### config.mk
export PLATFORM = sky130hd
export DESIGN_NAME = hmma_front
export DESIGN_NICKNAME = d
export VERILOG_FILES = /design/src/rtl/core/hmma_pkg.sv /design/src/rtl/core/hmma_front.sv
export SDC_FILE = /design/constraint.sdc
export NUM_CORES = 1
export LEC_CHECK = 0
export CORE_AREA = 5 5 50 52
export DETAILED_ROUTE_END_ITERATION = 10
export DIE_AREA = 0 0 55 57
export DONT_BUFFER_PORTS = 1
export PLACE_DENSITY = 0.51
export SLEW_MARGIN = 20
export SYNTH_ARGS = -nofsm -noshare
export SYNTH_HDL_FRONTEND = slang
export SYNTH_SLANG_ARGS = --single-unit
### constraint.sdc
create_clock -name vclk -period 0.89
set_input_delay 0.0445 -clock vclk [all_inputs]
set_output_delay 0.0445 -clock vclk [all_outputs]
set_load 0.05 [all_outputs]
### src/rtl/core/hmma_pkg.sv
// Shared types and constants for the handheld memory map access block.
// No dependencies; imported by every module of the block.
package hmma_pkg;

  // Bus access mode codes as they arrive on mode_i
  localparam logic [1:0] MODE_READ  = 2'd0;
  localparam logic [1:0] MODE_WRITE = 2'd1;
  localparam logic [1:0] MODE_LOAD  = 2'd2;

  // Access size codes; anything else is taken as a word
  localparam logic [1:0] SIZE_BYTE = 2'd0;
  localparam logic [1:0] SIZE_HALF = 2'd1;

  // Fixed memory map constants
  localparam logic [31:0] IO_BASE      = 32'h0400_0000;
  localparam logic [24:0] CART_MASK    = 25'h1FF_FFFF;
  localparam logic [16:0] VIDEO_WINDOW = 17'h1_FFFF;
  localparam logic [17:0] VIDEO_FOLD   = 18'h0_8000;
  localparam int          SMALL_BYTES  = 1024;
  localparam int          SMALL_AW     = 10;
  localparam int          CFG_W        = 21;

  // Region selects on the top address byte
  localparam logic [7:0] TOP_BOOT    = 8'h00;
  localparam logic [7:0] TOP_EXT     = 8'h02;
  localparam logic [7:0] TOP_INT     = 8'h03;
  localparam logic [7:0] TOP_IO      = IO_BASE[31:24];
  localparam logic [7:0] TOP_PAL     = 8'h05;
  localparam logic [7:0] TOP_VID     = 8'h06;
  localparam logic [7:0] TOP_OBJ     = 8'h07;
  localparam logic [7:0] TOP_CART_LO = 8'h08;
  localparam logic [7:0] TOP_CART_HI = 8'h0D;
  localparam logic [7:0] TOP_SAVE    = 8'h0E;

  // Job queue between decode and execution
  localparam int QUEUE_DEPTH = 2;
  localparam int QPTR_W      = $clog2(QUEUE_DEPTH);
  localparam int QCNT_W      = $clog2(QUEUE_DEPTH + 1);

  typedef enum logic [1:0] {
    OP_READ  = 2'd0,
    OP_WRITE = 2'd1,
    OP_LOAD  = 2'd2,
    OP_NONE  = 2'd3
  } op_e;

  typedef enum logic [3:0] {
    REG_NONE,
    REG_BOOT,
    REG_EXT,
    REG_INT,
    REG_IO,
    REG_PAL,
    REG_VID,
    REG_OBJ,
    REG_CART,
    REG_SAVE
  } region_e;

  // One decoded access; addr is force-aligned, low 25 bits only
  typedef struct packed {
    op_e         op;
    region_e     region;
    logic [1:0]  last;
    logic [24:0] addr;
    logic [31:0] data;
  } hmma_job_t;

  typedef struct packed {
    logic full;
    logic empty;
  } hmma_qstat_t;

endpackage

### src/rtl/core/hmma_front.sv
// Front end: takes bus beats, decodes mode, size and region into a job.
// Depends on hmma_pkg.
module hmma_front (
  input  logic                   in_valid_i,
  output logic                   in_stall_o,
  input  logic [1:0]             mode_i,
  input  logic [1:0]             access_size_i,
  input  logic [31:0]            bus_address_i,
  input  logic [31:0]            store_data_i,
  input  logic                   clearing_i,
  input  hmma_pkg::hmma_qstat_t  qstat_i,
  output logic                   push_o,
  output hmma_pkg::hmma_job_t    job_o
);
  import hmma_pkg::*;

  logic [7:0] top;

  assign top        = bus_address_i[31:24];
  assign in_stall_o = clearing_i | qstat_i.full;
  assign push_o     = in_valid_i & ~in_stall_o;

  always_comb begin
    job_o.data = store_data_i;

    case (mode_i)
      MODE_READ:  job_o.op = OP_READ;
      MODE_WRITE: job_o.op = OP_WRITE;
      MODE_LOAD:  job_o.op = OP_LOAD;
      default:    job_o.op = OP_NONE;
    endcase

    case (access_size_i)
      SIZE_BYTE: begin
        job_o.last = 2'd0;
        job_o.addr = bus_address_i[24:0];
      end
      SIZE_HALF: begin
        job_o.last = 2'd1;
        job_o.addr = {bus_address_i[24:1], 1'b0};
      end
      default: begin
        job_o.last = 2'd3;
        job_o.addr = {bus_address_i[24:2], 2'b00};
      end
    endcase

    if (top inside {[TOP_CART_LO:TOP_CART_HI]}) begin
      job_o.region = REG_CART;
    end else begin
      case (top)
        TOP_BOOT: job_o.region = REG_BOOT;
        TOP_EXT:  job_o.region = REG_EXT;
        TOP_INT:  job_o.region = REG_INT;
        TOP_IO:   job_o.region = REG_IO;
        TOP_PAL:  job_o.region = REG_PAL;
        TOP_VID:  job_o.region = REG_VID;
        TOP_OBJ:  job_o.region = REG_OBJ;
        TOP_SAVE: job_o.region = REG_SAVE;
        default:  job_o.region = REG_NONE;
      endcase
    end
  end

endmodule

-- Word-level counts from Yosys, hierarchy flattened
Memories as Yosys holds them, arrays and structs flattened.
Cells that the tools add are included.
- bits of input ports: 72
- bits in registers: 0
- memories kept: 1
- output and inout bits: 67
- memory bits (read-only): 64
- memory list (name ; words ; bits a word ; read ports ; clocked after memory_dff ; wr ports ; line ; text):
    (no name shown) ; 16 ; 4 ; 1 ; 0 ; 0 ; hmma_front.sv:51 ; case (top)
- magnitude comparators: 2
- bitwise gates (word level): 3
- reductions and logical operators: 4
- multiplexer cells: 4
- eq/ne operators: 3
- operators by type and width (kind ; number):
    27-bit one-hot mux with 2 select lines ; 1
    8-bit by 4-bit >= comparator with 1-bit output (second input constant) ; 1
    8-bit by 4-bit <= comparator with 1-bit output (second input constant) ; 1
    4-bit two-way mux ; 2
    2-bit one-hot mux with 3 select lines ; 1
    2-bit by 1-bit == test with 1-bit output (second input constant) ; 2
    2-bit logical NOT ; 2
    4-bit logical NOT ; 1
    2-bit == test (second input constant) ; 1
    1-bit AND ; 1
    1-bit logical AND ; 1
    1-bit NOT ; 1
    1-bit OR ; 1

-- Logic depth before layout (Yosys ltp)
- word-level depth: 3
- mapped depth: 5
- depth with buffers taken out: 5

-- Worst setup path before layout
OpenSTA, ideal clock, no wires.
- path type: input to output
- start: in bus_address_i[29]
- end: out job_o[60] in the netlist's numbering
- path buffers: 0
- cell stages on the path: 2
- slack: -815 ps
- arrival time: 1661 ps
- path through: or4_4 nor3_1
- RTL lines (element ; line ; text):
    start, declared ; hmma_front.sv:8 ; input logic [31:0] bus_address_i,
    end, declared ; hmma_front.sv:13 ; output hmma_pkg::hmma_job_t job_o

==> impl_metrics.py <==
metrics = {
    "setup_path": {
        "crit_arrival_ps": 1080,
        "critPathRequiredTime_ps": 850,
        "crit_path_end_kind": "output pin",
        "critPathMaxFanout": 4,
        "path_cells": "or4_4, a311oi_4, buf_12",
        "slowest_stage": "or4_4",
        "worstSetupStartpointType": "input port",
        "critPathKind": "input port to output pin",
        "max_stage_delay_ps": 580,
    },
    "floorplanning": {
        "ios": 139,
        "core-area_sq_um": 2060,
        "die_w_microns": 55,
        "initial_core_util": 0.289,
        "die-area_sq_um": 3140,
        "row_count": 17,
        "die_y_microns": 57,
    },
    "detailed_routing": {
        "dr.pass1.iters": 2,
        "drtIter0Drc": 1,
        "via_count": 292,
        "via_per_inst": 4.49,
        "drtAntennaViolNets": 0,
        "drc": 0,
        "routedWlPerCell_microns": 17.2,
        "routed_wl_mm": 1.12,
    },
    "power_and_ir_drop": {
        "p_total_w": 0.000151,
        "ir_worst_vdd_uv": 92.4,
        "leakagePower_nw": 0.176,
        "power.density_nw_per_um2": 358,
    },
    "final_layout": {
        "clkbuf_count": 0,
        "utilization": 0.204,
        "seq_cells": 0,
        "multiInputGateArea_sq_um": 198,
        "diodes": 0,
        "regArea_sq_um": 0,
        "drive_gt1_frac": 0.514,
        "synthToLayoutAreaGrowth_pct": -29.6,
        "fillers": 244,
        "final_nets": 115,
    },
    "grt": {
        "grt_remaining_overflow": 0,
        "track_usage": 0.0604,
        "grt_antenna_before_repair": 0,
        "grt_pass1_vias": 291,
        "grt_start_max_net_pins": 6,
        "grt_pass1_wl_mm": 1.47,
    },
    "status": {
        "status": "finished, violations left",
        "violations": "negative setup slack",
    },
    "sta": {
        "holdWs_ps": 89.0,
        "hold_viol": 0,
        "fin_crit_ps": 1120,
        "worstMarginPinSlew_ps": 263,
        "setup_ws_ps": -232,
        "fin_setup_tns_ps": -658,
        "relSlewSlack": 0.825,
        "finalSetupViolations": 4,
        "fmax_mhz": 891,
        "rsz0062_at_grt": "yes",
        "post-route-period-util": 1.26,
        "drv_slew": 0,
    },
    "clock_tree": {
        "ctsResizeCount": 0,
        "hold_buffers": 0,
    },
    "worst_hold_path": {
        "hold_path_class": "input port to output pin",
        "worstHoldPathCells": 0,
        "min_to": "job_o[10]",
        "hold_path_startpoint": "store_data_i[10]",
    },
    "synthesis": {
        "synth_cell_type_count": 15,
        "synth_area_leaders": "buf_4 69%, ha_1 8.4%, inv_1 3.8%",
        "ys.warnings.count": 0,
        "syn_inst": 83,
        "avgSynthCellArea_sq_um": 7.19,
        "ys_seq_area_frac": 0,
        "yosysTopAreaCellShare": 0.692,
        "yosys.area.top_type": "buf_4",
        "syn-num-nets": 159,
        "syn_area_sq_um": 597,
    },
    "placement": {
        "port-buffer-count": 0,
        "place_ws_ps": -240,
        "dp.final_hpwl_mm": 1.05,
        "gp_congestion": 0.585,
    },
    "run": {
        "cap_violations": 0,
    },
}
-- synthesized netlist by cell type (all sizes together) --
library cell / instances
buf: 55
inv: 6
and2: 1
nor2b: 1
o21ai: 1
a21oi: 1
a311oi: 1
clkbuf: 3
nor2: 4
or2: 2
ha: 4
or4: 1
nor3: 1
nor3b: 1
nand4: 1
-- critical path: cells and delay by family --
family / cells / cell delay, ps
AND/OR/NAND/NOR: 1 / 580
AO/OA/AOI/OAI: 1 / 270
buffers and inverters: 1 / 180
-- final cells by class --
| type | instances | share of cell area |
|---|---|---|
| Multi-Input combinational cell | 19 | 0.470 |
| Inverter | 6 | 0.0536 |
| Timing Repair Buffer | 12 | 0.393 |
| Tap cell | 28 | 0.0833 |
-- placed cells by master, fill, tap and decap left out --
master,netlist,routed
buf_4,55,6
and2_1,1,1
nand4_1,1,1
ha_1,4,4
o21ai_1,1,1
nor3b_4,0,1
a21oi_2,0,1
or4_4,1,1
a311oi_4,0,1
buf_12,0,6
nor2_1,4,2
or2_1,2,2
nor2b_1,1,1
nor3_4,0,1
nor2_4,0,2
inv_1,6,6
-- stage by stage --
step	cells	area, sq um
2_1_floorplan	83	644
3_3_place_gp	65	420
3_5_place_dp	65	420
4_1_cts	65	420
5_1_grt	65	420
6_report	65	420
-- report_power, final --
part / switching [W] / leakage [nW] / internal [W]
combinational: 0.0000891 / 0.176 / 0.0000616
sequential: 0 / 0 / 0
clock: 0 / 0 / 0
-- cells by family after synthesis --
| group | after synthesis | share of synthesized area |
|---|---|---|
| adders and majority gates | 4 | 0.0839 |
| AOI/OAI and AO/OA | 3 | 0.0419 |
| and+or+nand+nor | 12 | 0.126 |
| buffers and inverters | 64 | 0.748 |
-- worst max path at each step --
stage / cells after the start / from / endpoint / slack, ps
CTS: 3 / bus_address_i[29] / job_o[62] / -240
floorplan: 2 / bus_address_i[29] / job_o[62] / -340
global route: 3 / bus_address_i[29] / job_o[62] / -260
finish: 3 / bus_address_i[29] / job_o[62] / -230
detailed placement: 3 / bus_address_i[29] / job_o[62] / -240
global placement: 3 / bus_address_i[29] / job_o[62] / -230
-- routing by layer --
layer,track usage,up-vias,wire (microns)
met5,0,-,0
met4,0.0417,0,55
met3,0.0574,14,279
met2,0.108,45,565
met1,0.0314,127,216
li1,-,106,-
-- what timing repair did --
action	CTS	global route
pin swaps	0	1
setup endpoints to repair	4	4
setup buffers	0	0
No activity file was read; power rests on OpenSTA's default activity.
