## src/rtl/core/hmma_pkg.sv

```systemverilog
// Shared types and constants for the handheld memory map access block.
// No dependencies; imported by every module of the block.
package hmma_pkg;

  // Bus access mode codes as they arrive on mode_i
  localparam logic [1:0] MODE_READ  = 2'd0;
  localparam logic [1:0] MODE_WRITE = 2'd1;
  localparam logic [1:0] MODE_LOAD  = 2'd2;

  // Access size codes; anything else is taken as a word
  localparam logic [1:0] SIZE_BYTE = 2'd0;
  localparam logic [1:0] SIZE_HALF = 2'd1;

  // Fixed memory map constants
  localparam logic [31:0] IO_BASE      = 32'h0400_0000;
  localparam logic [24:0] CART_MASK    = 25'h1FF_FFFF;
  localparam logic [16:0] VIDEO_WINDOW = 17'h1_FFFF;
  localparam logic [17:0] VIDEO_FOLD   = 18'h0_8000;
  localparam int          SMALL_BYTES  = 1024;
  localparam int          SMALL_AW     = 10;
  localparam int          CFG_W        = 21;

  // Region selects on the top address byte
  localparam logic [7:0] TOP_BOOT    = 8'h00;
  localparam logic [7:0] TOP_EXT     = 8'h02;
  localparam logic [7:0] TOP_INT     = 8'h03;
  localparam logic [7:0] TOP_IO      = IO_BASE[31:24];
  localparam logic [7:0] TOP_PAL     = 8'h05;
  localparam logic [7:0] TOP_VID     = 8'h06;
  localparam logic [7:0] TOP_OBJ     = 8'h07;
  localparam logic [7:0] TOP_CART_LO = 8'h08;
  localparam logic [7:0] TOP_CART_HI = 8'h0D;
  localparam logic [7:0] TOP_SAVE    = 8'h0E;

  // Job queue between decode and execution
  localparam int QUEUE_DEPTH = 2;
  localparam int QPTR_W      = $clog2(QUEUE_DEPTH);
  localparam int QCNT_W      = $clog2(QUEUE_DEPTH + 1);

  typedef enum logic [1:0] {
    OP_READ  = 2'd0,
    OP_WRITE = 2'd1,
    OP_LOAD  = 2'd2,
    OP_NONE  = 2'd3
  } op_e;

  typedef enum logic [3:0] {
    REG_NONE,
    REG_BOOT,
    REG_EXT,
    REG_INT,
    REG_IO,
    REG_PAL,
    REG_VID,
    REG_OBJ,
    REG_CART,
    REG_SAVE
  } region_e;

  // One decoded access; addr is force-aligned, low 25 bits only
  typedef struct packed {
    op_e         op;
    region_e     region;
    logic [1:0]  last;
    logic [24:0] addr;
    logic [31:0] data;
  } hmma_job_t;

  typedef struct packed {
    logic full;
    logic empty;
  } hmma_qstat_t;

endpackage

```

## src/rtl/core/hmma_queue.sv

```systemverilog
// Short job FIFO decoupling decode from execution.
// Depends on hmma_pkg.
module hmma_queue (
  input  logic                   clk_i,
  input  logic                   rst_ni,
  input  logic                   push_i,
  input  hmma_pkg::hmma_job_t    job_i,
  input  logic                   pop_i,
  output hmma_pkg::hmma_job_t    job_o,
  output hmma_pkg::hmma_qstat_t  qstat_o
);
  import hmma_pkg::*;

  localparam logic [QPTR_W-1:0] PTR_LAST = QPTR_W'(QUEUE_DEPTH - 1);
  localparam logic [QCNT_W-1:0] CNT_FULL = QCNT_W'(QUEUE_DEPTH);

  hmma_job_t         slot_q [QUEUE_DEPTH];
  logic [QPTR_W-1:0] wr_ptr_q, rd_ptr_q;
  logic [QCNT_W-1:0] cnt_q;
  logic              do_push, do_pop;

  assign qstat_o.full  = (cnt_q == CNT_FULL);
  assign qstat_o.empty = (cnt_q == '0);
  assign do_push       = push_i & ~qstat_o.full;
  assign do_pop        = pop_i & ~qstat_o.empty;
  assign job_o         = slot_q[rd_ptr_q];

  always_ff @(posedge clk_i or negedge rst_ni) begin
    if (!rst_ni) begin
      wr_ptr_q <= '0;
      rd_ptr_q <= '0;
      cnt_q    <= '0;
    end else begin
      if (do_push) begin
        wr_ptr_q <= (wr_ptr_q == PTR_LAST) ? '0 : wr_ptr_q + 1'b1;
      end
      if (do_pop) begin
        rd_ptr_q <= (rd_ptr_q == PTR_LAST) ? '0 : rd_ptr_q + 1'b1;
      end
      if (do_push && !do_pop) begin
        cnt_q <= cnt_q + 1'b1;
      end else if (do_pop && !do_push) begin
        cnt_q <= cnt_q - 1'b1;
      end
    end
  end

  always_ff @(posedge clk_i) begin
    if (do_push) begin
      slot_q[wr_ptr_q] <= job_i;
    end
  end

endmodule

```

## config.mk

```make
export PLATFORM = sky130hd
export DESIGN_NAME = hmma_queue
export DESIGN_NICKNAME = d
export VERILOG_FILES = /design/src/rtl/core/hmma_pkg.sv /design/src/rtl/core/hmma_queue.sv
export SDC_FILE = /design/constraint.sdc
export NUM_CORES = 1
export LEC_CHECK = 0
export BUFFER_PORTS_ARGS = -buffer_cell sky130_fd_sc_hd__buf_2
export CORE_ASPECT_RATIO = 0.8
export CORE_MARGIN = 3
export CORE_UTILIZATION = 52
export DETAILED_ROUTE_END_ITERATION = 16
export HOLD_SLACK_MARGIN = 0.02
export PLACE_DENSITY_LB_ADDON = 0.2
export SYNTH_ARGS = -nofsm -noshare
export SYNTH_HDL_FRONTEND = slang
export SYNTH_SLANG_ARGS = --single-unit
```

## constraint.sdc

```tcl
create_clock -name clk_i -period 5.7 [get_ports clk_i]
set_clock_uncertainty 0.15 [all_clocks]
set_input_delay 0.57 -clock clk_i [delete_from_list [all_inputs] [get_ports clk_i]]
set_output_delay 0.57 -clock clk_i [all_outputs]
set_load 0.005 [all_outputs]
```

# Word level (Yosys, flattened, before mapping)
# Memories as Yosys holds them, arrays and structs flattened.
# Index checks and enable logic that the tools add are counted.
# word_totals
register_bits	4
mem_bits_rw	130
in_bits	69
output_inout_bits	67
word_cells	25
n_memories	1
# classes
n_addsub	4
n_eq_ne	1
n_mux	6
bitwise_logic	4
n_reduce_logical	6
# mem_list
memory	words	width	read_ports	rd_ports_with_merged_regs	wr	line	text
slot_q	2	65	1	0	1	hmma_queue.sv:17	hmma_job_t slot_q [QUEUE_DEPTH];
# op_table
op	count
$mux 1	4
$mux 2	2
$add 1x1->1 const B	2
$add 2x1->2 const B	1
$and 1x1->1	2
$eq 2x2->1 const B	1
$logic_and 1x1->1	2
$logic_not 1->1	2
$logic_not 2->1	1
$not 1->1	2
$reduce_bool 2->1	1
$sub 2x1->2 const B	1

# Depth between registers and ports, before layout
# depth
depth_word	7
ltp_mapped	7
depth_no_buf	7

# Worst setup path before layout
# OpenSTA, ideal clock, no wires.
# synth_timing
path_type	input to register
from	input port push_i
to	memory slot_q[0][0] in the netlist's numbering (enable)
setup_time_ps	488
arrival_time_ps	3376
t_required_ps	5062
setup_slack_ps	1686
cell_stages	2
path_cell_list	nand2_1 nor2_1
# synth_via
elab_chain_cells	3
# synth_rtl
element	line	text
from (decl)	hmma_queue.sv:6	input logic push_i,
$and 1x1->1	hmma_queue.sv:24	assign do_push = push_i & ~qstat_o.full;
$mux 1	hmma_queue.sv:49	if (do_push) begin
$mux 1 (implied by the code)	hmma_queue.sv:50	slot_q[wr_ptr_q] <= job_i;
to (decl)	hmma_queue.sv:17	
# No other way between the ends.

==> results.md <==
* Status: finished clean
* Hold Crit Endpoint: slot_q[0][63]$_DFFE_PP_
* Synth Area in Compound Gates at 0.0991%
* Placed wire-length estimate at 5260 um
* Mean area per synthesized cell at 22.8 um2
* Clock Sinks at 134
* Die area at 10900 um2
* Number of enable flip-flop cells after synthesis at 130
* Yosys synthesis warning count at 0
* Slew HR at 26.6%
* Reg2Reg Setup Slack at 3.19 ns
* Pre-antenna DRT Iters at 4
* P_sw at 852 uW
* Synth Register Bits at 134
* Pint at 2.61 mW
* Crit share post-route at 50.5%
* CP Class: flop to output pin
* Type of origin of the critical path: flop
* Initial antenna violation count at 1
* Period minus WS final at 2.88 ns
* CTS max path bufs at 2
* H-tree depth at 4
* Slew @ Worst Pin at 1.10 ns
* Fin. Hold Viols at 0
* Max FO, Critical Path at 66
* Mux cell area share after synthesis at 17.5%
* Num rows at 31
* # Max-Cap Violations at 0
* Fin. max-slew vios at 0
* Largest net degree at the start of global routing at 67
* Top FF cell, synth: edfxtp_1
* Top-area cell type share of the netlist area at 77.3%
* Worst endpoint required time at 4.98 ns
* Reg-to-Reg Start: cnt_q[0]$_DFFE_PN0P_
* Hold_sp: job_i[63]
* Die height at 94.1 um
* Combinational Power Share at 23.2%
* Largest family of logic cells by synthesized area: multiplexers
* Die width at 116 um
* Setup violators final at 0
* Clock power share at 32.8%
* P&R area growth vs syn at 27.9%
* HP Class: input pin to flop
* GP Congestion at 0.691
* First-pass GRT wire length at 12400 um
* Synth cell count leaders: edfxtp_1, mux2_4, mux2_2, buf_6, dfrtp_1
* Tot GR Track Use at 16.0%
* Post-route setup TNS at 0 ns
* WHS Path Cells at 1
* Ant diodes at 0
* WL/cell at 16.7 um
* Routed wire length at 8310 um
* Async set-reset flop share out of synthesis at 2.99%
* Skew-Pair Late Insertion Delay at 0.40 ns
* DR vias at 2477
* Final global-route overflow total at 0
* Synth area leader: edfxtp_1
* Initial DRC count at 117
* I/O pin count at 136
* Crit. End Element: output pin
* Vias in the first global route at 2496
* Antenna Nets Post-Route at 0
* Leakage dissipation at 2.58 nW
* RSZ-0062 raised after global routing: no
* Cell with the most instances after synthesis: edfxtp_1
* CTS tree: built
* Fraction of layout cells with a size suffix above 1 at 60.1%
* Root Buffer: clkbuf_16
* Largest cells by area after synthesis: edfxtp_1, mux2_4, mux2_2
* Sw frac at 24.6%
* R2R depth at 4
* Reg2Reg Capture Point: slot_q[0][61]$_DFFE_PP_
* Initial Util at 54.5%
* Mapped Nets at 291
* Yosys cell types at 15
* Peak VDD IR at 0.000489 V
* Inserted Clock Buffers at 17
* Core Area at 9270 um2
* Flop pwr share at 44.0%
* Cell Area, Synth at 5050 um2
* Post-Synth Adder-Cell Area at 0.248%
* Remaining DRCs at 0
* Seq/Total Area, Yosys at 79.3%
* Simple-Gate Fraction of Synth Area at 0.545%
* Pwr/cell area at 537 nW/um2
* CP arrival at 2.16 ns
* Syn Inst Count at 221
* Final layout net count at 440
* Post-synthesis xor/xnor area fraction at 0.867%
* Port Buf Inserts at 135
* Clk slew on worst S/H paths at 0.05 ns
* Hold WS at 0.205 ns
* Vias per cell at 4.97
* Max Fclk at 0.348 GHz
-- layer usage --
| layer | wire (um) | global-route usage (%) |
|---|---|---|
| met1 | 3520 | 19.1 |
| met2 | 3900 | 24.1 |
| met3 | 758 | 8.24 |
| met4 | 116 | 7.05 |
| met5 | 20 | 0 |
-- power groups by stage --
stage / Sequential [mW] / Combinational [mW] / Clock [mW]
after floorplan: 1.43 / 0.629 / 0
after global placement: 1.54 / 0.817 / 0
after detailed placement: 1.55 / 0.821 / 0
after CTS: 1.53 / 0.825 / 1.16
after global routing: 1.56 / 0.882 / 1.20
final: 1.52 / 0.805 / 1.13
-- logic make-up (layout without fill, tap and decap cells) --
| family | after synthesis | after routing |
|---|---|---|
| simple gates | 6 | 6 |
| compound gates | 1 | 1 |
| xor+xnor | 5 | 5 |
| fa+ha+maj | 1 | 1 |
| mux | 65 | 65 |
| buf+inv | 9 | 171 |
| flops | 134 | 134 |
-- state kept, by name, indices dropped and copies added (netlist names) --
signal and flops:
rd_ptr_q 1, wr_ptr_q 1, slot_q 130, cnt_q 2
-- layout by cell type, fill, tap and decap left out --
| cell type | n |
|---|---|
| clkinv_2 | 3 |
| edfxtp_1 | 130 |
| bufinv_16 | 5 |
| xnor2_1 | 3 |
| clkbuf_1 | 4 |
| clkinv_1 | 2 |
| dfrtp_4 | 1 |
| nor2_1 | 2 |
| and3_4 | 1 |
| buf_2 | 135 |
| mux2_2 | 25 |
| clkbuf_16 | 17 |
| nor2_4 | 1 |
| clkinvlp_4 | 1 |
| xor2_1 | 2 |
| nand2_1 | 1 |
| dlygate4sd3_1 | 1 |
| mux2_4 | 40 |
| dfrtp_1 | 3 |
| nand2b_1 | 1 |
| o21ai_0 | 1 |
| ha_1 | 1 |
| buf_4 | 1 |
| inv_1 | 2 |
-- worst max-delay path by stage --
stage,from,endpoint
after floorplan,push_i,slot_q[0][0]$_DFFE_PP_
after global placement,push_i,slot_q[0][62]$_DFFE_PP_
after detailed placement,push_i,slot_q[0][53]$_DFFE_PP_
after CTS,rd_ptr_q$_DFFE_PN0P_,job_o[43]
after global routing,rd_ptr_q$_DFFE_PN0P_,job_o[43]
final,rd_ptr_q$_DFFE_PN0P_,job_o[43]
-- timing repair --
item,4_1_cts,5_1_grt
endpoints found under the hold margin,4,0
buffers inserted,0,0
gates resized for setup,0,0
hold buffers,1,0
-- critical path, stage by stage, from the launching register on --
cell	delay, ns
dfrtp_4	1.15
mux2_2	0.44
buf_2	0.13
-- stage by stage --
step / std cells / worst slack [ns] / utilization, % / total power [mW] / cell area, um2
finish: 498 / 2.82 / 69.6 / 3.46 / 6460
global route: 498 / 2.71 / 69.6 / 3.64 / 6460
CTS: 498 / 2.79 / 69.6 / 3.51 / 6460
detailed placement: 465 / 3.06 / 62.8 / 2.37 / 5830
global placement: 465 / 3.07 / 62.8 / 2.35 / 5830
floorplan: 221 / 1.69 / - / 2.06 / 5050
-- cell type report --
cell class | instances | area, um2
clock buffers | 21 | 440
multi-input cells | 78 | 983
inverters | 2 | 7.51
repair buffers | 137 | 693
well taps | 115 | 144
fillers | 623 | 2810
clock inverters | 11 | 180
flip-flops and latches | 134 | 4010
No activity file was read; power rests on OpenSTA's default activity.
